File: config.mk
export PLATFORM = sky130hd
export DESIGN_NAME = deque_with_search_top
export DESIGN_NICKNAME = d
export VERILOG_FILES = /design/src/rtl/dws_pkg.sv /design/src/rtl/dws_ram.sv /design/src/rtl/dws_ctrl.sv /design/src/rtl/deque_with_search_top.sv
export SDC_FILE = /design/constraint.sdc
export NUM_CORES = 1
export LEC_CHECK = 0
export BUFFER_PORTS_ARGS = -buffer_cell sky130_fd_sc_hd__buf_2
export CORE_MARGIN = 10
export CORE_UTILIZATION = 55
export DETAILED_ROUTE_END_ITERATION = 10
export PLACE_DENSITY = 0.72
export SLEW_MARGIN = 20
export SYNTH_ARGS = -nofsm -noshare
export SYNTH_HDL_FRONTEND = slang
export SYNTH_SLANG_ARGS = --single-unit
File: constraint.sdc
create_clock -name clock -period 16.1 [get_ports clock]
set_input_delay 4.025 -clock clock [delete_from_list [all_inputs] [get_ports clock]]
set_output_delay 4.025 -clock clock [all_outputs]
set_load 0.005 [all_outputs]
File: src/rtl/dws_pkg.sv
// Shared types and constants for the deque with search.
`default_nettype none
package dws_pkg;

   localparam int FUNC_W   = 3;
   localparam int DATA_W   = 32;
   localparam int STATUS_W = 2;
   localparam int POS_W    = 7;

   // request function codes
   localparam logic [FUNC_W-1:0] FN_PUSH_FRONT = 3'd0;
   localparam logic [FUNC_W-1:0] FN_PUSH_BACK  = 3'd1;
   localparam logic [FUNC_W-1:0] FN_POP_FRONT  = 3'd2;
   localparam logic [FUNC_W-1:0] FN_POP_BACK   = 3'd3;
   localparam logic [FUNC_W-1:0] FN_DUMP       = 3'd4;
   localparam logic [FUNC_W-1:0] FN_SEARCH     = 3'd5;

   // response status codes
   localparam logic [STATUS_W-1:0] ST_OK       = 2'd0;
   localparam logic [STATUS_W-1:0] ST_FULL     = 2'd1;
   localparam logic [STATUS_W-1:0] ST_EMPTY    = 2'd2;
   localparam logic [STATUS_W-1:0] ST_NOTFOUND = 2'd3;

   typedef struct packed {
      logic [STATUS_W-1:0]      status;
      logic signed [DATA_W-1:0] element;
      logic [POS_W-1:0]         position;
      logic                     last;
   } rsp_type;

   typedef struct packed {
      logic wr_en;
      logic rd_en;
   } ram_ctl_type;

endpackage
`default_nettype wire

File: src/rtl/dws_ram.sv
// Element store: one write port, one registered read port.
`default_nettype none
module dws_ram #(
   parameter int DEPTH = 16
) (
   input  wire logic                          clock,
   input  wire dws_pkg::ram_ctl_type          ctl,
   input  wire logic [$clog2(DEPTH)-1:0]      wr_addr,
   input  wire logic signed [dws_pkg::DATA_W-1:0] wr_data,
   input  wire logic [$clog2(DEPTH)-1:0]      rd_addr,
   output logic signed [dws_pkg::DATA_W-1:0]  rd_data
);
   import dws_pkg::*;

   logic signed [DATA_W-1:0] mem [DEPTH];
   logic signed [DATA_W-1:0] rd_data_ff;

   // write port
   always_ff @(posedge clock) begin
      if (ctl.wr_en) begin
         mem[wr_addr] <= wr_data;
      end
   end

   // read port, data holds while no read is issued
   always_ff @(posedge clock) begin
      if (ctl.rd_en) begin
         rd_data_ff <= mem[rd_addr];
      end
   end

   assign rd_data = rd_data_ff;

endmodule
`default_nettype wire

File: src/rtl/dws_ctrl.sv
// Request sequencer: ring pointers, store walk for dump/search, response register.
`default_nettype none
module dws_ctrl #(
   parameter int DEPTH = 16
) (
   input  wire logic                              clock,
   input  wire logic                              reset,
   input  wire logic                              req_valid,
   output logic                                   req_ready,
   input  wire logic [dws_pkg::FUNC_W-1:0]        req_func,
   input  wire logic signed [dws_pkg::DATA_W-1:0] req_value,
   output logic                                   rsp_valid,
   input  wire logic                              rsp_ready,
   output dws_pkg::rsp_type                       rsp,
   output dws_pkg::ram_ctl_type                   ram_ctl,
   output logic [$clog2(DEPTH)-1:0]               ram_wr_addr,
   output logic signed [dws_pkg::DATA_W-1:0]      ram_wr_data,
   output logic [$clog2(DEPTH)-1:0]               ram_rd_addr,
   input  wire logic signed [dws_pkg::DATA_W-1:0] ram_rd_data
);
   import dws_pkg::*;

   localparam int AW = $clog2(DEPTH);
   localparam int CW = $clog2(DEPTH + 1);
   localparam int SW = AW + 1;

   localparam logic [1:0] S_IDLE = 2'd0;
   localparam logic [1:0] S_WALK = 2'd1;
   localparam logic [1:0] S_HOLD = 2'd2;

   logic [1:0]               state_ff, state_in;
   logic [AW-1:0]            front_ff, front_in;
   logic [CW-1:0]            occ_ff, occ_in;
   logic                     dump_ff, dump_in;
   logic signed [DATA_W-1:0] key_ff, key_in;
   logic [CW-1:0]            rd_cnt_ff, rd_cnt_in;
   logic [AW-1:0]            rd_addr_ff, rd_addr_in;
   logic                     d_vld_ff, d_vld_in;
   logic [CW-1:0]            d_num_ff, d_num_in;
   rsp_type                  pend_ff, pend_in;
   logic                     out_vld_ff, out_vld_in;
   rsp_type                  out_ff, out_in;

   logic          accept, out_free, is_full, is_empty;
   logic [AW-1:0] front_dec, front_inc, tail, rd_addr_inc;
   logic [SW-1:0] tail_sum;
   logic          issue, consume, finish, match, d_last;
   logic          out_load;
   rsp_type       res;

   assign accept   = req_valid && (state_ff == S_IDLE);
   assign out_free = !out_vld_ff || rsp_ready;
   assign is_full  = (occ_ff == CW'(DEPTH));
   assign is_empty = (occ_ff == '0);

   // ring index arithmetic
   assign front_dec   = (front_ff == '0) ? AW'(DEPTH - 1) : front_ff - AW'(1);
   assign front_inc   = (front_ff == AW'(DEPTH - 1)) ? '0 : front_ff + AW'(1);
   assign rd_addr_inc = (rd_addr_ff == AW'(DEPTH - 1)) ? '0 : rd_addr_ff + AW'(1);
   assign tail_sum    = SW'(front_ff) + SW'(occ_ff);
   assign tail        = (tail_sum >= SW'(DEPTH)) ? AW'(tail_sum - SW'(DEPTH))
                                                 : AW'(tail_sum);

   // walk pipeline: one read in flight, drained into the response register
   assign consume = (state_ff == S_WALK) && d_vld_ff && out_free;
   assign issue   = (state_ff == S_WALK) && (rd_cnt_ff != occ_ff) && (!d_vld_ff || consume);
   assign match   = (ram_rd_data == key_ff);
   assign d_last  = (d_num_ff == occ_ff);

   always_comb begin
      state_in    = state_ff;
      front_in    = front_ff;
      occ_in      = occ_ff;
      dump_in     = dump_ff;
      key_in      = key_ff;
      rd_cnt_in   = rd_cnt_ff;
      rd_addr_in  = rd_addr_ff;
      d_vld_in    = d_vld_ff;
      d_num_in    = d_num_ff;
      pend_in     = pend_ff;
      ram_ctl     = '0;
      ram_wr_addr = front_dec;
      ram_rd_addr = rd_addr_ff;
      out_load    = 1'b0;
      finish      = 1'b0;
      res         = '{status: ST_OK, element: '0, position: '0, last: 1'b1};

      case (state_ff)
         S_IDLE: begin
            if (accept) begin
               out_load = 1'b1;
               case (req_func)
                  FN_PUSH_FRONT: begin
                     if (is_full) begin
                        res.status = ST_FULL;
                     end else begin
                        ram_ctl.wr_en = 1'b1;
                        ram_wr_addr   = front_dec;
                        front_in      = front_dec;
                        occ_in        = occ_ff + CW'(1);
                     end
                  end
                  FN_PUSH_BACK: begin
                     if (is_full) begin
                        res.status = ST_FULL;
                     end else begin
                        ram_ctl.wr_en = 1'b1;
                        ram_wr_addr   = tail;
                        occ_in        = occ_ff + CW'(1);
                     end
                  end
                  FN_POP_FRONT: begin
                     if (is_empty) begin
                        res.status = ST_EMPTY;
                     end else begin
                        front_in = front_inc;
                        occ_in   = occ_ff - CW'(1);
                     end
                  end
                  FN_POP_BACK: begin
                     if (is_empty) begin
                        res.status = ST_EMPTY;
                     end else begin
                        occ_in = occ_ff - CW'(1);
                     end
                  end
                  FN_DUMP, FN_SEARCH: begin
                     if (is_empty) begin
                        res.status = ST_EMPTY;
                     end else begin
                        out_load   = 1'b0;
                        state_in   = S_WALK;
                        dump_in    = (req_func == FN_DUMP);
                        key_in     = req_value;
                        rd_cnt_in  = '0;
                        rd_addr_in = front_ff;
                        d_vld_in   = 1'b0;
                     end
                  end
                  default: begin
                     res.status = ST_OK;
                  end
               endcase
               // park the single response if the output is still occupied
               if (out_load && !out_free) begin
                  out_load = 1'b0;
                  pend_in  = res;
                  state_in = S_HOLD;
               end
            end
         end
         S_HOLD: begin
            res = pend_ff;
            if (out_free) begin
               out_load = 1'b1;
               state_in = S_IDLE;
            end
         end
         S_WALK: begin
            if (consume) begin
               if (dump_ff) begin
                  out_load    = 1'b1;
                  res.element = ram_rd_data;
                  res.last    = d_last;
                  finish      = d_last;
               end else if (match) begin
                  out_load     = 1'b1;
                  res.position = POS_W'(d_num_ff);
                  finish       = 1'b1;
               end else if (d_last) begin
                  out_load   = 1'b1;
                  res.status = ST_NOTFOUND;
                  finish     = 1'b1;
               end
            end
            if (issue) begin
               ram_ctl.rd_en = 1'b1;
               rd_cnt_in     = rd_cnt_ff + CW'(1);
               rd_addr_in    = rd_addr_inc;
               d_num_in      = rd_cnt_ff + CW'(1);
            end
            if (finish) begin
               d_vld_in = 1'b0;
               state_in = S_IDLE;
            end else if (issue) begin
               d_vld_in = 1'b1;
            end else if (consume) begin
               d_vld_in = 1'b0;
            end
         end
         default: begin
            state_in = S_IDLE;
         end
      endcase
   end

   // response register
   always_comb begin
      out_in     = out_ff;
      out_vld_in = out_vld_ff;
      if (out_load) begin
         out_in     = res;
         out_vld_in = 1'b1;
      end else if (rsp_ready) begin
         out_vld_in = 1'b0;
      end
   end

   assign ram_wr_data = req_value;

   // control state
   always_ff @(posedge clock) begin
      if (reset) begin
         state_ff   <= S_IDLE;
         front_ff   <= '0;
         occ_ff     <= '0;
         d_vld_ff   <= 1'b0;
         out_vld_ff <= 1'b0;
      end else begin
         state_ff   <= state_in;
         front_ff   <= front_in;
         occ_ff     <= occ_in;
         d_vld_ff   <= d_vld_in;
         out_vld_ff <= out_vld_in;
      end
   end

   // walk and payload registers
   always_ff @(posedge clock) begin
      dump_ff    <= dump_in;
      key_ff     <= key_in;
      rd_cnt_ff  <= rd_cnt_in;
      rd_addr_ff <= rd_addr_in;
      d_num_ff   <= d_num_in;
      pend_ff    <= pend_in;
      out_ff     <= out_in;
   end

   assign req_ready = (state_ff == S_IDLE);
   assign rsp_valid = out_vld_ff;
   assign rsp       = out_ff;

endmodule
`default_nettype wire

File: src/rtl/deque_with_search_top.sv
// Top level of the bounded deque with linear search.
//
//  channel   direction  handshake               payload
//  req       in         req_valid / req_ready   req_func, req_value
//  rsp       out        rsp_valid / rsp_ready   rsp_status, rsp_element, rsp_position, rsp_last
//
// Push, pop and unused codes give one response each; the request is accepted only in idle.
// Dump and search walk the store through the single read port of the element
// memory, one element per cycle while the response register is free to take it.
// Reset clears front index and occupancy; the element store is not cleared.
// A finished response waits in the output register while the next request is taken.
`default_nettype none
module deque_with_search_top #(
   parameter int DEPTH = 16
) (
   input  wire logic                              clock,
   input  wire logic                              reset,
   input  wire logic                              req_valid,
   output logic                                   req_ready,
   input  wire logic [dws_pkg::FUNC_W-1:0]        req_func,
   input  wire logic signed [dws_pkg::DATA_W-1:0] req_value,
   output logic                                   rsp_valid,
   input  wire logic                              rsp_ready,
   output logic [dws_pkg::STATUS_W-1:0]           rsp_status,
   output logic signed [dws_pkg::DATA_W-1:0]      rsp_element,
   output logic [dws_pkg::POS_W-1:0]              rsp_position,
   output logic                                   rsp_last
);
   import dws_pkg::*;

   localparam int AW = $clog2(DEPTH);

   rsp_type                  rsp;
   ram_ctl_type              ram_ctl;
   logic [AW-1:0]            ram_wr_addr;
   logic [AW-1:0]            ram_rd_addr;
   logic signed [DATA_W-1:0] ram_wr_data;
   logic signed [DATA_W-1:0] ram_rd_data;

   dws_ctrl #(
      .DEPTH(DEPTH)
   ) u_ctrl (
      .clock       (clock),
      .reset       (reset),
      .req_valid   (req_valid),
      .req_ready   (req_ready),
      .req_func    (req_func),
      .req_value   (req_value),
      .rsp_valid   (rsp_valid),
      .rsp_ready   (rsp_ready),
      .rsp         (rsp),
      .ram_ctl     (ram_ctl),
      .ram_wr_addr (ram_wr_addr),
      .ram_wr_data (ram_wr_data),
      .ram_rd_addr (ram_rd_addr),
      .ram_rd_data (ram_rd_data)
   );

   dws_ram #(
      .DEPTH(DEPTH)
   ) u_ram (
      .clock   (clock),
      .ctl     (ram_ctl),
      .wr_addr (ram_wr_addr),
      .wr_data (ram_wr_data),
      .rd_addr (ram_rd_addr),
      .rd_data (ram_rd_data)
   );

   // unpack the response
   assign rsp_status   = rsp.status;
   assign rsp_element  = rsp.element;
   assign rsp_position = rsp.position;
   assign rsp_last     = rsp.last;

endmodule
`default_nettype wire

==> reports/metrics.cfg <==
[route]
routed-via-count = 13100
route.detailed.drc = 0
dr.pass1.iters = 5
number_of_nets_with_antenna_violations_after_detailed_routing = 0
routedWlPerCell_um = 27.3
dr.first_iter.drc_count = 1588
route.detailed.vias_per_inst = 6.21
detail_route.wirelength_um = 57500

[logic_synthesis]
syn_area_per_cell_sq_um = 18.7
synth.largest_area_cell = edfxtp_1
number_of_distinct_library_cells_after_synthesis = 61
synth_seq_area_share_pct = 76.0
synthArstFlopShare_pct = 0
cell_types_with_the_largest_area_share_after_synthesis = edfxtp_1 75%, mux4_2 5.7%, mux2i_1 5.2%, a221oi_1 2.2%, xor2_1 1.5%
synth_largest_type_area_fraction_pct = 75.0
post_syn_area_sq_mm = 0.0253
synth.yosys.warnings = 0
synthesis_stage_register_bit_count = 646
post_synth_inst_count = 1353
postSynth.topFlopCell = edfxtp_1
synth_enable_flop_cells = 633

[global_routing]
antenna_found_initial = 0
grt_pass1_wl_um = 84300
global_route.overflow_total = 0
first_global_vias = 12800
grt_max_degree = 68
grt_use_total_pct = 20.4

[min_path]
min_path_type = flop to flop
worst_hold_startpoint = u_ram.rd_data[26]
whs_endpoint = u_ctrl.rsp[34]
min_path_cells = 1

[timing]
setup_viol_count_final = 0
worst_slew_margin_relative_to_its_limit_pct = 26.4
timing.final.max_slew_violations = 0
fin_worst_hold_slack_ns = 0.571
final.period_utilization_pct = 40.9
period_minus_slack_ns = 6.59
fin_tns_setup_ns = 0
max_freq_ghz = 0.152
fin_skew_ns = 0.0241
unrepaired_setup_endpoints_after_global_routing = false
timing.final.hold_violations = 0
tightest_slew_ns = 1.10

[clock_network]
cts-hold-fix-buffers = 0
cts_made_buffers = 66
tritoncts_clock_tree = built
cts-resized-gates = 0
cts-root-buf = clkbuf_16
cts.sink_count = 646
cts_buffer_depth = 3
cts.clk_slew.worst_paths_ns = 0.06
clk_latency_ns = 0.60
post-cts-setup-buffer-count = 0
maximum_level_of_the_cts_h_tree = 3

[pwr]
p_seq_share_pct = 47.6
cell_internal_pwr_uw = 3070
vdd_drop_max_v = 0.0000949
post_route_total_power_uw = 4190
power_frac_comb_pct = 16.3
powerDensity_mw_per_mm2 = 146
swShare_pct = 26.6
switching_power_uw = 1110
clkPwrFrac_pct = 36.1
static_leak_uw = 0.00957

[placement]
place_hpwl_um = 35700
dpl_cell_area_sq_mm = 0.0265
globalplace.congestion = 0.864
count_of_input_and_output_buffers = 80

[setup_path]
worstReg2RegEnd = u_ram.rd_data[2]
startpoint = req_valid
worstPathMaxFanout = 32
setup.worst_path.class = primary input to flop
cpMaxStageDelayCell = nor2_4
crit_path_max_incr_delay_ns = 0.81
setup.worst_path.start_class = primary input
r2r_cells = 6
timing.rr.start = u_ctrl.ram_rd_addr[0]
r2r_slack_ns = 11.86
timing.critical_path.to_type = flop
path_cells = buf_2, or3b_4, a2111oi_4, o21ai_0, buf_4, nor2_4
critical_path_required_ns = 16.30
arrival_time_worst_endpoint_ns = 6.79

[finish]
number_of_antenna_repair_diodes = 0
final_common_cell = edfxtp_1
layout_common_cells = 633 x edfxtp_1, 131 x mux2i_1, 80 x buf_2
drive_above_1_share_pct = 19.2
fill_cells = 3134
total_nets_final = 1500
area_delta_synth_final_pct = 13.0
final_design_area_no_fill_sq_mm = 0.0286
post_layout_utilization_of_the_core_pct = 63.0

[floorplanning]
count_of_pins_on_the_block_boundary = 83
core_region_area_sq_mm = 0.0455
effective_utilization_at_floorplan_pct = 55.7
num_rows = 78
chipWidth_um = 235
die_h_um = 235
die-area_sq_mm = 0.0551

[run_status]
run_status = finished, final reports clean

[run]
max-cap-violations = 0

## state kept, by name (all words and copies together), names as in the netlist
register and count:
u_ram.mem 512, u_ctrl.rsp 40, u_ctrl.key_ff 32, u_ram.rd_data 32, u_ctrl.d_num_ff 5, u_ctrl.occ_ff 5
u_ctrl.rd_cnt_ff 5, u_ctrl.front_ff 4, u_ctrl.ram_rd_addr 4, u_ctrl.pend_ff 2, u_ctrl.state_ff 2, u_ctrl.d_vld_ff 1
u_ctrl.dump_ff 1, u_ctrl.rsp_valid 1
## final cells by class
| cell class | count | area [sq um] | share of cell area, % |
|---|---|---|---|
| clock buffer | 81 | 1730 | 6.04 |
| clock inverter | 41 | 415 | 1.45 |
| multi-input combinational | 627 | 5890 | 20.6 |
| sequential | 646 | 19300 | 67.3 |
| inverter | 12 | 45.0 | 0.157 |
| timing repair buffer | 96 | 533 | 1.86 |
| tap | 600 | 751 | 2.62 |
## per-layer routing
layer / global-route usage (%) / up-vias / part of all wire (%)
met5: 0 / - / 0
met4: 5.96 / 0 / 1.9
met3: 5.05 / 67 / 9.8
met2: 29.5 / 654 / 45
met1: 30.2 / 6657 / 44
li1: - / 5691 / -
## cells in the mapped netlist, types with 15 or more instances
cell,count
buf_2,20
edfxtp_1,633
xor2_1,44
nand2_1,44
a221oi_1,65
nor2_1,35
and2_1,42
a22oi_1,34
clkbuf_1,44
o21ai_0,45
mux4_2,64
mux2i_1,131
xnor2_1,15
## power by group through the flow
stage	clock network, uW	registers, uW	logic [uW]
after floorplan	0	2010	423
after global placement	0	2020	665
after detailed placement	0	2020	673
after CTS	1530	1990	676
after global routing	1600	2000	728
final	1510	1990	684
## worst max-delay path, delay by kind of cell
family | cells | cell delay [ns]
simple gates | 2 | 1.22
buf+inv | 2 | 0.39
compound gates | 2 | 1.10
## cells by family after synthesis
logic type	Yosys count	synth area share, %
mux	195	10.9
flops	646	76.0
other cells	1	0.0148
fa+ha+maj	12	0.652
buf+inv	81	1.36
xor+xnor	59	2.04
compound gates	190	5.56
simple gates	169	3.49
## metrics by stage
step,cells,setup WS [ns]
2_1_floorplan,1354,8.22
3_3_place_gp,1980,8.98
3_5_place_dp,1980,8.90
4_1_cts,2102,9.54
5_1_grt,2103,9.38
6_report,2103,9.51
## worst max-delay path by stage
stage                                       end  slack [ns]  cells after the start
after floorplan           u_ctrl.ram_rd_addr[0]        8.22                      3
after global placement          u_ram.mem[3][4]        8.98                      6
after detailed placement       u_ram.mem[2][13]        8.90                      6
after CTS                       u_ram.mem[3][7]        9.54                      6
after global routing           u_ram.mem[1][10]        9.38                      6
final                           u_ram.mem[2][6]        9.51                      6
(Power assumes the default switching activity.)
